$ cat src/hdl/ssg_pkg.sv
// Shared constants and types for the sine sample generator.
`default_nettype none

package ssg_pkg;

  // Widths fixed by the register and field definitions
  localparam int CFG_W   = 20;
  localparam int IDX_W   = 32;
  localparam int PROD_W  = IDX_W + CFG_W;
  localparam int ADDR_W  = 3;
  localparam int DATA_W  = 32;

  // Default build parameters
  localparam int OUT_BITS_DEF   = 16;
  localparam int PHASE_BITS_DEF = 24;

  // Register reset values
  localparam logic [CFG_W-1:0] TONE_RESET = 20'd440;
  localparam logic [CFG_W-1:0] RATE_RESET = 20'd48000;

  // Register select (byte address bit 2)
  localparam logic REG_TONE = 1'b0;
  localparam logic REG_RATE = 1'b1;

  // Q1.30 one
  localparam logic [30:0] Q30_ONE = 31'h4000_0000;

  // sin(pi/2 * x) odd Taylor coefficients, Q2.30
  localparam logic [31:0] C1  = 32'd1686629713;
  localparam logic [31:0] C3  = 32'd693598668;
  localparam logic [31:0] C5  = 32'd85569306;
  localparam logic [31:0] C7  = 32'd5026995;
  localparam logic [31:0] C9  = 32'd172272;
  localparam logic [31:0] C11 = 32'd3864;

  localparam int HORNER_STEPS = 5;
  localparam logic [31:0] HORNER_COEF [HORNER_STEPS] = '{C9, C7, C5, C3, C1};

  // Values that ride along the polynomial cells
  typedef struct packed {
    logic [1:0]  quad;
    logic [30:0] x;
    logic [30:0] x2;
  } poly_ctx_t;

endpackage

`default_nettype wire

$ cat src/hdl/ssg_horner_cell.sv
// One Horner step of the quarter-wave polynomial: t = coef - (t * x2) >> 30.
`default_nettype none

module ssg_horner_cell #(
  parameter logic [31:0] COEF = ssg_pkg::C9
) (
  input  wire logic               clk,
  input  wire logic               rst,
  input  wire logic               en,
  input  wire logic               valid_in,
  input  wire logic [31:0]        t_in,
  input  wire ssg_pkg::poly_ctx_t ctx_in,
  output logic                    valid_out,
  output logic [31:0]             t_out,
  output ssg_pkg::poly_ctx_t      ctx_out
);

  logic [61:0] prod;
  logic [31:0] t_next;

  always_comb begin
    prod   = 62'(t_in) * 62'(ctx_in.x2);
    t_next = COEF - prod[61:30];
  end

  always_ff @(posedge clk) begin
    if (rst) begin
      valid_out <= 1'b0;
    end else if (en) begin
      valid_out <= valid_in;
    end
  end

  always_ff @(posedge clk) begin
    if (en) begin
      t_out   <= t_next;
      ctx_out <= ctx_in;
    end
  end

endmodule

`default_nettype wire

$ cat config.mk
export PLATFORM = sky130hd
export DESIGN_NAME = ssg_horner_cell
export DESIGN_NICKNAME = d
export VERILOG_FILES = /design/src/hdl/ssg_pkg.sv /design/src/hdl/ssg_horner_cell.sv
export SDC_FILE = /design/constraint.sdc
export NUM_CORES = 2
export LEC_CHECK = 0
export BUFFER_PORTS_ARGS = -buffer_cell sky130_fd_sc_hd__buf_2
export CAP_MARGIN = 10
export CELL_PAD_IN_SITES_DETAIL_PLACEMENT = 0
export CELL_PAD_IN_SITES_GLOBAL_PLACEMENT = 2
export CORE_MARGIN = 4
export CORE_UTILIZATION = 45
export CTS_CLUSTER_DIAMETER = 30
export DETAILED_ROUTE_END_ITERATION = 6
export PLACE_DENSITY = 0.95
export SKIP_CTS_REPAIR_TIMING = 1
export SYNTH_ARGS = -nofsm -noshare
export SYNTH_HDL_FRONTEND = slang
export SYNTH_SLANG_ARGS = --single-unit
$ cat constraint.sdc
create_clock -name clk -period 27 [get_ports clk]
set_input_delay 4.05 -clock clk [delete_from_list [all_inputs] [get_ports clk]]
set_output_delay 4.05 -clock clk [all_outputs]
set_load 0.02 [all_outputs]
# Word level (Yosys, flattened, before mapping)
# Index checks and enable logic that the tools add are counted.
# W data, S select, Z words.
# totals
reg_bits	97
input_bits	100
out_inout_bits	97
wordCells	7
# classes
add_sub_neg	1
mul	1
# ops
operator	n
$mul A32 B31 Y62	1
$sub A18 B32 Y32 const A	1

# Longest topological paths before layout
# logic_depth
word_depth	2
ltp_mapped	31
ltp_nobuf	29

# Least setup slack after synthesis
# OpenSTA, ideal clock, no wires.
# synth_timing
path_type	input-to-reg
start	in ctx_in[7] (netlist name)
end	reg t_out[29], data pin
arrival_time_ps	11804
required_ps	26741
slack_ps	14937
path_stages	28
n_path_buf	1
cell_sequence	clkbuf_1 nand2_1 fa_1 inv_1 fa_1 inv_1 fa_1 inv_1 fa_1 fa_1 fa_1 fa_1 inv_1 fa_1 inv_1 ha_1 nand4_1 or3_1 or3_1 o221ai_2 nor2_1 xor2_1 a2111oi_2 o31ai_1 nand3_1 o311ai_1 o221ai_2 xnor2_1
# synth_between
elab_chain_len	2
# synth_rtl
element	line	rtl
start, declared	ssg_horner_cell.sv:12	input wire ssg_pkg::poly_ctx_t ctx_in,
$mul A32 B31 Y62	ssg_horner_cell.sv:22	prod = 62'(t_in) * 62'(ctx_in.x2);
$sub A18 B32 Y32	ssg_horner_cell.sv:23	t_next = COEF - prod[61:30];
via t_next[29]	ssg_horner_cell.sv:19	logic [31:0] t_next;
end signal, assigned	ssg_horner_cell.sv:36	t_out <= t_next;
end, declared	ssg_horner_cell.sv:14	output logic [31:0] t_out,
# The timed path passes the listed nets, and every way through them passes these cells.
# A chain may end at the register's enable or synchronous reset.

# Final worst setup path
# layout_timing
start	in ctx_in[16] (netlist name)
end	reg t_out[29], data pin
# Same word-level chain as after synthesis.

==> flow_summary.json <==
{
  "max_clock_freq_mhz": 76.07,
  "rsz0062_at_grt": "false",
  "clock_sinks": 97,
  "final.fill_count": 7459,
  "crit_type": "input port to flop",
  "routedWlPerCell_um": 20.68,
  "r2r_slack_ns": 26.41,
  "slew_headroom_pct": 41.74,
  "grt-ovfl-total": 0,
  "grt_max_degree": 60,
  "synth_edf_count": 96,
  "worstPathRequired_ns": 27.17,
  "cp_slowest_stage_delay_ns": 0.67,
  "endpoint_kind": "flop",
  "yosys_warnings": 0,
  "drt_iter0_markers": 1695,
  "synth_cells": 3805,
  "place_congestion": 0.9014,
  "num_rows": 102,
  "skew_ns": 0,
  "design.die.area_um2": 83500,
  "initial_core_util_pct": 45.63,
  "clockBufferDepth": 2,
  "period_share_pct": 48.69,
  "arrival_ns": 13.32,
  "gr-usage-all-layers_pct": 25.37,
  "synthArstFlopShare_pct": 0,
  "drtAntennaViolNets": 0,
  "htree_levels": 3,
  "syn_to_final_growth_pct": 5.266,
  "final_cell_mix": "fa_1 (864), inv_1 (821), nand2_1 (668), and2_1 (410), ha_1 (248)",
  "outcome": "finished clean",
  "finish.net_count": 5028,
  "wl_mm": 100.6,
  "period_minus_slack_ns": 13.15,
  "hold_path_class": "flop to flop",
  "synthFlopType": "edfxtp_1",
  "avgSynthCellArea_um2": 9.335,
  "numCtsBuffers": 9,
  "cpMostUsedCell": "fa_1",
  "cts-root-buf": "clkbuf_16",
  "drive_above_1_share_pct": 6.726,
  "crit_fanout": 33,
  "drv_cap": 0,
  "vias_per_cell": 5.295,
  "synth-seq-cells": 97,
  "slowest_stage": "fa_1",
  "ff_latch_area_um2": 2903,
  "synth_cell_types": 84,
  "grt_pass1_vias": 28110,
  "yosysSeqAreaShare_pct": 8.172,
  "start_kind": "input port",
  "dr.pass1.iters": 5,
  "antenna_found_initial": 3,
  "slew_viol_final": 0,
  "fin_util_pct": 48.03,
  "io_pins": 197,
  "synth_area_um2": 35520,
  "clk_latency_ns": 0.39,
  "drc": 0,
  "core_area_um2": 77850,
  "fin_tns_setup_ns": 0,
  "hold_violations": 0,
  "finalSetupViolCount": 0,
  "vias": 25750,
  "grt_pass1_wl_mm": 162.2,
  "portBuffers": 196,
  "multi_input_comb_area_um2": 28720,
  "tritoncts": "yes",
  "final_common_cell": "fa_1",
  "dp_hpwl_mm": 79.55,
  "fin_worst_hold_slack_ns": 0.5245,
  "clkSlewWorstSetupHoldPaths_ns": 0.09,
  "syn_nets": 5017,
  "fp.dieH_um": 289.0,
  "worst_slew_pin_slew_ns": 0.8739,
  "chipWidth_um": 289.0
}
## area by class of cell
cell class	instances	area share [%]
diodes	2	0.01338
clock buffers	10	0.6123
clock inverters	6	0.1606
inverters	821	8.242
multi-input cells	2677	76.82
flip-flops and latches	97	7.763
well taps	1040	3.480
repair buffers	210	2.911
## sequential cells by signal (all words and copies together) (netlist names)
signal and cells:
t_out 32, valid_out 1, ctx_out 64
## cells by family (layout without fill, tap and decap cells)
group	Yosys count	in the layout	share of synthesized area [%]
muxes	8	8	0.2712
and+or+nand+nor	1268	1268	17.31
xor gates and xnor gates	50	50	1.233
AOI/OAI and AO/OA	239	239	4.621
adders and majority gates	1112	1112	57.43
other	0	2	0
DFF	97	97	8.172
buffers and inverters	1031	1047	10.97
## path summary, 6_finish.rpt
kind | end | from | depth (start not counted)
min | valid_out | valid_out | 2
max reg2reg | valid_out | valid_out | 2
min reg2reg | valid_out | valid_out | 2
max | t_out[29] | ctx_in[16] | 26
## cell usage after synthesis (3+ instances only)
cell / n / area [um2]
inv_1: 821 / 3082
ha_1: 248 / 3103
a22oi_1: 4 / 30.03
clkbuf_1: 196 / 735.7
edfxtp_1: 96 / 2883
nand4_1: 28 / 175.2
nor4_1: 9 / 56.30
o21ai_0: 36 / 180.2
nand3_1: 14 / 70.07
o21a_1: 11 / 82.58
and2_1: 410 / 2565
a211o_1: 4 / 35.03
o31ai_1: 8 / 60.06
buf_2: 11 / 55.05
o211ai_1: 11 / 82.58
or3_1: 9 / 56.30
and4_1: 4 / 35.03
and3_1: 7 / 43.79
nand2_1: 668 / 2507
xnor2_1: 29 / 254.0
o311ai_0: 3 / 26.28
nor3b_1: 4 / 30.03
or2_2: 5 / 31.28
o21bai_1: 5 / 37.54
xor2_1: 21 / 183.9
a221oi_1: 3 / 26.28
o22ai_1: 4 / 25.02
a21boi_0: 3 / 22.52
a21oi_1: 71 / 355.3
a211oi_1: 14 / 105.1
nor2_1: 61 / 229.0
a21o_1: 13 / 97.59
o21ai_1: 9 / 45.04
nor3_1: 18 / 90.09
mux2i_1: 4 / 40.04
nand2b_1: 12 / 75.07
fa_1: 864 / 17300
nor2b_1: 3 / 18.77
a31oi_1: 4 / 25.02
buf_4: 3 / 22.52
## worst max-delay path, delay by kind of cell
family                     cells  cell delay (ns)
and+or+nand+nor                7             2.43
xor gates and xnor gates       1             0.15
adders and majority gates      9             4.73
AOI/OAI and AO/OA              5             1.11
buffers and inverters          4             0.82
## per-layer routing
metal	vias to the layer above	track usage (%)	wire length, um
met1	13370	36.63	45010
met4	2	5.028	1790
li1	11320	-	-
met5	-	0	17
met3	105	6.491	9230
met2	958	39.18	44510
## metrics by stage
| stage | cells | instance area (um2) | setup WS, ns |
|---|---|---|---|
| 2_1_floorplan | 3805 | 35520 | 14.94 |
| 3_3_place_gp | 4845 | 37100 | 13.48 |
| 3_5_place_dp | 4845 | 37100 | 13.51 |
| 4_1_cts | 4861 | 37390 | 13.88 |
| 5_1_grt | 4862 | 37390 | 13.41 |
| 6_report | 4863 | 37390 | 13.85 |
Power is not shown: default switching activity piles up to over one toggle a cycle in this logic, so the estimate is an artifact.
