$ cat src/hdl/ssg_pkg.sv
// Shared constants and types for the sine sample generator.
`default_nettype none

package ssg_pkg;

  // Widths fixed by the register and field definitions
  localparam int CFG_W   = 20;
  localparam int IDX_W   = 32;
  localparam int PROD_W  = IDX_W + CFG_W;
  localparam int ADDR_W  = 3;
  localparam int DATA_W  = 32;

  // Default build parameters
  localparam int OUT_BITS_DEF   = 16;
  localparam int PHASE_BITS_DEF = 24;

  // Register reset values
  localparam logic [CFG_W-1:0] TONE_RESET = 20'd440;
  localparam logic [CFG_W-1:0] RATE_RESET = 20'd48000;

  // Register select (byte address bit 2)
  localparam logic REG_TONE = 1'b0;
  localparam logic REG_RATE = 1'b1;

  // Q1.30 one
  localparam logic [30:0] Q30_ONE = 31'h4000_0000;

  // sin(pi/2 * x) odd Taylor coefficients, Q2.30
  localparam logic [31:0] C1  = 32'd1686629713;
  localparam logic [31:0] C3  = 32'd693598668;
  localparam logic [31:0] C5  = 32'd85569306;
  localparam logic [31:0] C7  = 32'd5026995;
  localparam logic [31:0] C9  = 32'd172272;
  localparam logic [31:0] C11 = 32'd3864;

  localparam int HORNER_STEPS = 5;
  localparam logic [31:0] HORNER_COEF [HORNER_STEPS] = '{C9, C7, C5, C3, C1};

  // Values that ride along the polynomial cells
  typedef struct packed {
    logic [1:0]  quad;
    logic [30:0] x;
    logic [30:0] x2;
  } poly_ctx_t;

endpackage

`default_nettype wire

$ cat src/hdl/ssg_div_cell.sv
// One restoring-division cell: one remainder step and one quotient bit per clock while en is high.
`default_nettype none

module ssg_div_cell #(
  parameter int SW = ssg_pkg::PROD_W + ssg_pkg::PHASE_BITS_DEF
) (
  input  wire logic                       clk,
  input  wire logic                       rst,
  input  wire logic                       en,
  input  wire logic [ssg_pkg::CFG_W-1:0]  rate,
  input  wire logic                       valid_in,
  input  wire logic [ssg_pkg::CFG_W-1:0]  rem_in,
  input  wire logic [SW-1:0]              sh_in,
  output logic                            valid_out,
  output logic [ssg_pkg::CFG_W-1:0]       rem_out,
  output logic [SW-1:0]                   sh_out
);

  logic [ssg_pkg::CFG_W:0]   trial;
  logic [ssg_pkg::CFG_W:0]   diff;
  logic                      ge;
  logic [ssg_pkg::CFG_W-1:0] rem_next;
  logic [SW-1:0]             sh_next;

  // Bring down the next dividend bit, subtract where it fits
  always_comb begin
    trial    = {rem_in, sh_in[SW-1]};
    diff     = trial - {1'b0, rate};
    ge       = (trial >= {1'b0, rate});
    rem_next = ge ? diff[ssg_pkg::CFG_W-1:0] : trial[ssg_pkg::CFG_W-1:0];
    sh_next  = {sh_in[SW-2:0], ge};
  end

  always_ff @(posedge clk) begin
    if (rst) begin
      valid_out <= 1'b0;
    end else if (en) begin
      valid_out <= valid_in;
    end
  end

  always_ff @(posedge clk) begin
    if (en) begin
      rem_out <= rem_next;
      sh_out  <= sh_next;
    end
  end

endmodule

`default_nettype wire

$ cat config.mk
export PLATFORM = sky130hd
export DESIGN_NAME = ssg_div_cell
export DESIGN_NICKNAME = d
export VERILOG_FILES = /design/src/hdl/ssg_pkg.sv /design/src/hdl/ssg_div_cell.sv
export SDC_FILE = /design/constraint.sdc
export NUM_CORES = 1
export LEC_CHECK = 0
export BUFFER_PORTS_ARGS = -buffer_cell sky130_fd_sc_hd__buf_2
export CORE_MARGIN = 5
export CORE_UTILIZATION = 35
export CTS_CLUSTER_SIZE = 16
export DETAILED_ROUTE_END_ITERATION = 8
export PLACE_DENSITY = 0.73
export SLEW_MARGIN = 20
export SYNTH_ARGS = -nofsm -noshare
export SYNTH_HDL_FRONTEND = slang
export SYNTH_SLANG_ARGS = --single-unit
export TNS_END_PERCENT = 5
$ cat constraint.sdc
create_clock -name clk -period 4.4 [get_ports clk]
set_input_delay 1.32 -clock clk [delete_from_list [all_inputs] [get_ports clk]]
set_output_delay 1.32 -clock clk [all_outputs]
set_load 0.005 [all_outputs]
# After elaboration in Yosys (flattened, before gate mapping)

Cells that the tools add are included.

Bits in registers: 97
Bits of input ports: 120
Output and inout bits: 97
Word-level logic and storage cells: 6

Add/subtract/negate cells: 1
$lt $le $gt $ge: 1
Muxes and demuxes: 1

Operators by type and width:

| cell                                             | count |
|---|---|
| 21-bit by 20-bit >= comparator with 1-bit output | 1 |
| 20-bit two-way mux                               | 1 |
| 20-bit subtractor                                | 1 |

# Logic depth before layout (Yosys ltp)

Gate-level depths: netlist of the first run.

Depth in word-level cells: 2
Gate-level depth with buffers: 12
Mapped depth without buffers: 9

# Worst setup path after synthesis of the first run

OpenSTA, ideal clock, no wires.

Kind: input port to flip-flop
From: input rate[9] in the netlist's numbering
To: register rem_out[10] in the netlist's numbering (data pin)
Library setup time: 0.260 ns
Data arrival time: 3.471 ns
Required time: 4.140 ns
Slack: 0.668 ns
Stages on the path: 12
Buffers on the path: 3
Cell sequence: inv_1 > ha_1 > buf_2 > and4_4 > nand3_1 > or4_1 > o211a_2 > and2_4 > buf_6 > inv_8 > buf_12 > mux2_4

Cells in the longest elaborated chain, start to end: 2
Elaborated cells on any way between the ends: 3
Those cells by class: add/sub (1); order compare (1); mux (1)

Ends and longest elaborated chain:

| item                                             | RTL line           | RTL |
|---|---|---|
| start, declared                                  | ssg_div_cell.sv:10 | `input wire logic [ssg_pkg::CFG_W-1:0] rate,` |
| 21-bit by 20-bit >= comparator with 1-bit output | ssg_div_cell.sv:29 | `ge = (trial >= {1'b0, rate});` |
| net ge                                           | ssg_div_cell.sv:21 | `logic ge;` |
| 20-bit two-way mux                               | ssg_div_cell.sv:30 | `rem_next = ge ? diff[ssg_pkg::CFG_W-1:0] : trial[ssg_pkg::CFG_W-1:0];` |
| net rem_next, one bit                            | ssg_div_cell.sv:22 | `logic [ssg_pkg::CFG_W-1:0] rem_next;` |
| end signal, assigned                             | ssg_div_cell.sv:44 | `rem_out <= rem_next;` |
| end, declared                                    | ssg_div_cell.sv:15 | `output logic [ssg_pkg::CFG_W-1:0] rem_out,` |

The timed path passes the listed nets, and every way through them passes these cells.
A chain may end at the register's enable or synchronous reset.

# Final worst setup path of the first run

From: input rem_in[8] in the netlist's numbering
To: register rem_out[4] in the netlist's numbering (data pin)

Cells in the longest elaborated chain, start to end: 2

Ends and longest elaborated chain:

| item                                             | RTL line           | RTL |
|---|---|---|
| start, declared                                  | ssg_div_cell.sv:12 | `input wire logic [ssg_pkg::CFG_W-1:0] rem_in,` |
| 21-bit by 20-bit >= comparator with 1-bit output | ssg_div_cell.sv:29 |  |
| 20-bit two-way mux                               | ssg_div_cell.sv:30 |  |
| net rem_next, one bit                            | ssg_div_cell.sv:22 |  |

The timed path passes the listed nets, and every way through them passes these cells.

==> metrics.txt, run 1 <==
outcome complete, no violations; sequential share of the synthesized area 65.9%; Die W 122 um; clock sink total 97; Ant. Diodes 0; # nets final between 600 and 700; Pint approximately 0.0018 W; post-place setup slack 0.506 ns; iteration-0 DRC count of the detailed router 161; vias in the first global route 3,348; H-tree depth 3; Distinct cells, synth 54; DRC Markers 0; gr ovfl total 0; Die Area 14,900 sq um; CP cell instances buf_2, ha_1, and4_4, nand3_1, or4_1, o211a_2, and2_4, inv_8, mux2_2; share of cells above drive strength 1 47.4%; max-cap violations 0; Switching Power 0.000562 W; CP arrival around 3.6 ns; TritonCTS buffer count 9; Routed Antenna Nets 0; multi-input logic area 1320 sq um; Logic pwr share 17.3%; Setup Skew 0 ns; Flop pwr share 49.0%; IO buf count 216; syn avg cell area 14.3 sq um; first-pass GRT wire length 18,000 um; Required @ worst endpoint around 4.5 ns; area grow syn2layout 35.3%; Worst Setup End Kind register; wire per inst 17.8 um; num ports 217; #FFs+latches synth between 90 and 100; YS warnings 0; core area 12,500 sq um; asr flop ratio synth 0%; die height between 100 and 150 um; top_reg_cell synth edfxtp_1; Clock Latency Late Sink 0.33 ns; final setup margin approximately 0.87 ns; number of iterations in the first detailed-routing pass 4; CTS tree done; critical path launch point rem_in[8]; Post-DP HPWL 10,300 um; setup total negative slack 0 ns; pwr dens roughly 390 nW/um^2; CP Launch Type input pin; delay-heaviest family, CP simple AND/OR/NAND/NOR gates; Period minus WS final ~3.5 ns; RSZ-0062 raised after global routing false; via count around 3.3k; Worst Max-Slew Pin Slew 0.761 ns; pin count of the biggest net entering global routing 62; worst hold start valid_out; Rel. slew slack around half; Net Sw Frac 24.1%; # Post-CTS Setup Buffers 0; RePlAce Congestion 0.796; post-synthesis net count 448; Hold Vio Cnt, Final 0; Clock Power Share 33.7%; min-delay worst type reg -> reg; Global Route Usage Sum 16.0%; initial antenna violation count 4; FMAX about 0.28 GHz; vias per cell 4.75; Synth Cell Area 4400 sq um; worst stage delay on the critical path 0.53 ns; CP Buf/Inv Count 2; crit share post-route 80.1%; FF/Latch Area 2900 sq um; crit-path max FO 15; FP Rows 41; Fill cells 1,142; final setup violation count 0; final slew viol count 0; Leak 2.68 nW; placed cell count 688; reg2reg start valid_out; final WL 12,600 um; CTS root buf clkbuf_16; slowest cell on the critical path or4_1; worst vdd ir 0.192 mV; final std cells w/o fill 704; Initial Util 35.3%; number of synthesized flops with an enable pin 96; clk buf depth 2; Hold-fix buffers, CTS 0; Worst-path clk slew about 0.07 ns; kind of critical path in -> reg; post-CTS sizing 0; Mapped Cells 307
==> kinds of logic after synthesis <==
kind of cell / share of synthesized area (%)
AOI/OAI and AO/OA: 9.74
muxes: 4.12
and+or+nand+nor: 7.81
DFF: 65.9
adders and majority gates: 6.14
buffers and inverters: 4.09
xor gates and xnor gates: 2.19
==> registers in the layout, indices dropped and copies added, names as in the netlist <==
register / flops
rem_out: 20
sh_out: 76
valid_out: 1
==> metal layers <==
metal	part of all wire (%)	GRT usage [%]	routed length (um)
met3	9.6	6.04	1200
met5	0.44	0	55
met4	1.4	3.92	170
met1	36	16.1	4480
met2	53	30.9	6650
==> stage by stage <==
stage | util (%) | total power, W | hold WS [ns] | instance area, sq um
6_report | 47.8 | 0.00233 | 0.498 | 5960
2_1_floorplan | - | 0.00136 | 0.485 | 4400
3_5_place_dp | 45.4 | 0.00157 | 0.489 | 5660
5_1_grt | 47.8 | 0.00244 | 0.560 | 5960
3_3_place_gp | 45.4 | 0.00156 | 0.468 | 5660
4_1_cts | 47.8 | 0.00235 | 0.505 | 5960
==> worst min-delay path, stage by stage (launching register included) <==
cell and delay [ns]:
dfxtp_1 0.33, mux2i_1 0.06, nor2_1 0.07
==> cells in the final DEF (no fill, tap or decap), types with 6 or more instances in the layout <==
cell type / count
xnor2_1: 6
ha_1: 20
nand3_1: 12
nand2_1: 16
edfxtp_1: 96
clkbuf_16: 9
mux2_4: 7
a21o_1: 6
buf_2: 215
o21ai_0: 9
a21oi_1: 21
inv_1: 25
==> final cells by class <==
type                       instances  area share [%]
clock buffer                      10            3.84
clock inverter                     6            1.26
inverter                          26            1.76
multi-input combinational        175            22.2
sequential                        97            48.7
tap                              172            3.61
timing repair buffer             218            18.6
==> final timing paths <==
kind / endpoint / slack [ns] / cells after the start
worst min register to register: valid_out / 0.50 / 2
worst max register to register: valid_out / 3.83 / 2
worst min-delay path: valid_out / 0.50 / 2
worst max-delay path: rem_out[4] / 0.87 / 9
==> Yosys cell counts (2+ instances only) <==
library cell / instances / area [sq um]
nor2_1: 5 / 18.8
a21o_1: 6 / 45.0
and3_1: 4 / 25.0
clkbuf_1: 2 / 7.51
o21ai_0: 9 / 45.0
nor3_1: 5 / 25.0
mux2_2: 5 / 56.3
o21a_1: 4 / 30.0
a31oi_1: 4 / 25.0
o31ai_1: 4 / 30.0
edfxtp_1: 96 / 2880
nand3_1: 12 / 60.1
mux2_4: 7 / 105
nand4_1: 5 / 31.3
xnor2_1: 6 / 52.6
o211ai_1: 3 / 22.5
ha_1: 20 / 250
inv_1: 25 / 93.8
mux2i_1: 2 / 20.0
nor2b_1: 4 / 25.0
a21boi_0: 3 / 22.5
xor2_1: 5 / 43.8
buf_6: 3 / 33.8
a21oi_1: 21 / 105
buf_2: 2 / 10.0
nand2b_1: 2 / 12.5
nand2_1: 16 / 60.1
==> power groups by stage <==
stage / clock network, W / registers, W / logic [W]
floorplan: 0 / 0.00117 / 0.000189
global placement: 0 / 0.00116 / 0.000398
detailed placement: 0 / 0.00116 / 0.000408
CTS: 0.000798 / 0.00114 / 0.000409
global route: 0.000851 / 0.00115 / 0.000443
finish: 0.000783 / 0.00114 / 0.000403
Note: power is estimated with default switching activity, not from simulation.
==> run 2: changes to the inputs <==
==> constraint.sdc (replaced) <==
create_clock -name clk -period 3.3 [get_ports clk]
set_input_delay 0.99 -clock clk [delete_from_list [all_inputs] [get_ports clk]]
set_output_delay 0.99 -clock clk [all_outputs]
set_load 0.005 [all_outputs]
==> metrics.txt, run 2 (synthesis gave the netlist of run 1 again) <==
Clock Power Share 33.0% (-0.7 points); share of cells above drive strength 1 51.2% (+3.9 points); most frequent cells in the layout 215 x buf_2, 96 x edfxtp_1, 32 x buf_4; M1 wire length 4550 um (+1.6%); FP Rows 41 (unchanged); hold-critical path depth 2 (unchanged); Leak 2.83 nW (+5.4%); Flop pwr share 48.2% (-0.8 points); IO buf count 216 (unchanged); Period minus WS final 2.96 ns; wire per inst 17.5 um (-2.0%); Hold-fix buffers, CTS 0 (unchanged); CP arrival 3.04 ns (-0.57 ns); Initial Util 35.3% (unchanged); vias in the first global route 3,547 (+5.9%); Net Sw Frac 24.3% (+0.19 points); final setup violation count 0 (unchanged); CP Launch Type input pin; Ant. Diodes 0 (unchanged); RR Endpoint valid_out; clock sink total 97 (unchanged); TritonCTS buffer count 9 (unchanged); Worst Max-Slew Pin Slew 0.407 ns (-0.353 ns); Post-DP HPWL 10,500 um (+2.2%); commonest non-fill, non-tap cell in the layout buf_2; Die W 122 um (unchanged); Hold EP valid_out; Pint 0.00239 W (+35%); placed cell count 718 (+4.4%); final WL 12,800 um (+2.2%); Setup Skew 0 ns (unchanged); met3 WL 1270 um (+5.5%); gr ovfl total 0 (unchanged); Worst Setup End Kind register; pin count of the biggest net entering global routing 70 (+13%); max layer used met5; final slew viol count 0 (unchanged); first-pass GRT wire length 18,500 um (+3.1%); RePlAce Congestion 0.848 (+6.4%); Hold Vio Cnt, Final 0 (unchanged); die height 122 um (unchanged); # nets final 698 (+4.5%); Routed Antenna Nets 0 (unchanged); CTS tree done; # Post-CTS Setup Buffers 0 (unchanged); vias per cell 4.76 (+0.27%); DRC Markers 0 (unchanged); H-tree depth 3 (unchanged); iteration-0 DRC count of the detailed router 364 (+130%); number of iterations in the first detailed-routing pass 4 (unchanged); Global Route Usage Sum 16.3% (+0.31 points); area grow syn2layout 41.5%; post-CTS sizing 0 (unchanged); CTS root buf clkbuf_16; initial antenna violation count 1 (-3); final std cells w/o fill 734 (+4.3%); setup slack, reg-to-reg 2.71 ns (-1.12 ns); max-cap violations 0 (unchanged); Required @ worst endpoint 3.38 ns (-1.10 ns); via count 3,497 (+4.5%); setup total negative slack 0 ns (unchanged); kind of critical path in -> reg; Fill cells 1,110 (-2.8%); crit share post-route ~90%; Die Area 14,900 sq um (unchanged); Rel. slew slack 72.6% (+23 points); Final Cell Area 6230 sq um (+4.6%); Logic pwr share 18.8% (+1.5 points); DR WL met2 6870 um (+3.3%); outcome complete, no violations; core area 12,500 sq um (unchanged); clk buf depth 2 (unchanged); worst vdd ir 0.246 mV (+28%); worst hold start valid_out; Biggest register sh_out; RSZ-0062 raised after global routing false; placed cell areas 5930 sq um (+4.9%); Reg2Reg Depth 2 (unchanged); pwr dens 507 nW/um^2 (+30%); num ports 217 (unchanged); Clock Latency Late Sink 0.33 ns (about the same); reg2reg start valid_out; FMAX 0.338 GHz; min-delay worst type reg -> reg; crit-path max FO 15 (unchanged); Worst-path clk slew 0.07 ns (about the same); max reg flops 76 (unchanged); Largest regs sh_out: 76 flops, rem_out: 20 flops, valid_out: 1 flops; Switching Power 0.000768 W (+37%)
## run 2: cell type report
type                    instances  area, sq um  share of cell area, %
clock buffers                   9          225                   3.61
clock inverters                 7         77.6                   1.24
inverters                      26          110                   1.77
multi-input cells             175         1370                   21.9
flip-flops and latches         97         2900                   46.6
well taps                     172          215                   3.45
repair buffers                248         1340                   21.4
## run 2: metal layers
layer  GRT usage [%]  vias to the layer above
li1                -                     1670
met1            17.7                     1671
met2            30.1                      142
met3            5.71                       12
met4            4.41                        2
met5               0                        -
## run 2: power by group through the flow
stage / registers [W] / clock network, W / logic, W
finish: 0.00152 / 0.00104 / 0.000593
global route: 0.00153 / 0.00112 / 0.000647
floorplan: 0.00157 / 0 / 0.000261
CTS: 0.00153 / 0.00106 / 0.000601
detailed placement: 0.00155 / 0 / 0.000598
global placement: 0.00155 / 0 / 0.000584
## run 2: metrics by stage
step	utilization [%]	total power (W)	hold slack, ns	worst slack [ns]
floorplan	-	0.00183	0.485	0.000153
global placement	47.6	0.00213	0.481	0.0409
detailed placement	47.6	0.00215	0.517	-0.00899
CTS	50.0	0.00319	0.542	0.332
global route	50.0	0.00330	0.559	0.247
finish	50.0	0.00316	0.523	0.341
## run 2: worst max-delay path by stage
stage          startpoint  cells after the start  slack (ns)           to
2_1_floorplan    rate[14]                     12      0.0002  rem_out[10]
3_3_place_gp     rate[16]                     10        0.04   rem_out[6]
5_1_grt           rate[3]                     10        0.25   rem_out[4]
6_report          rate[3]                     10        0.34   rem_out[4]
4_1_cts           rate[3]                     10        0.33   rem_out[4]
3_5_place_dp      rate[3]                     10      -0.009   rem_out[4]
## run 2: critical path: stages
cell     delay, ns
buf_2         0.08
inv_1         0.03
ha_1          0.32
and3_1        0.19
nand4_1       0.10
or4_1         0.53
o211a_4       0.16
and2_4        0.16
inv_8         0.13
mux2_2        0.36
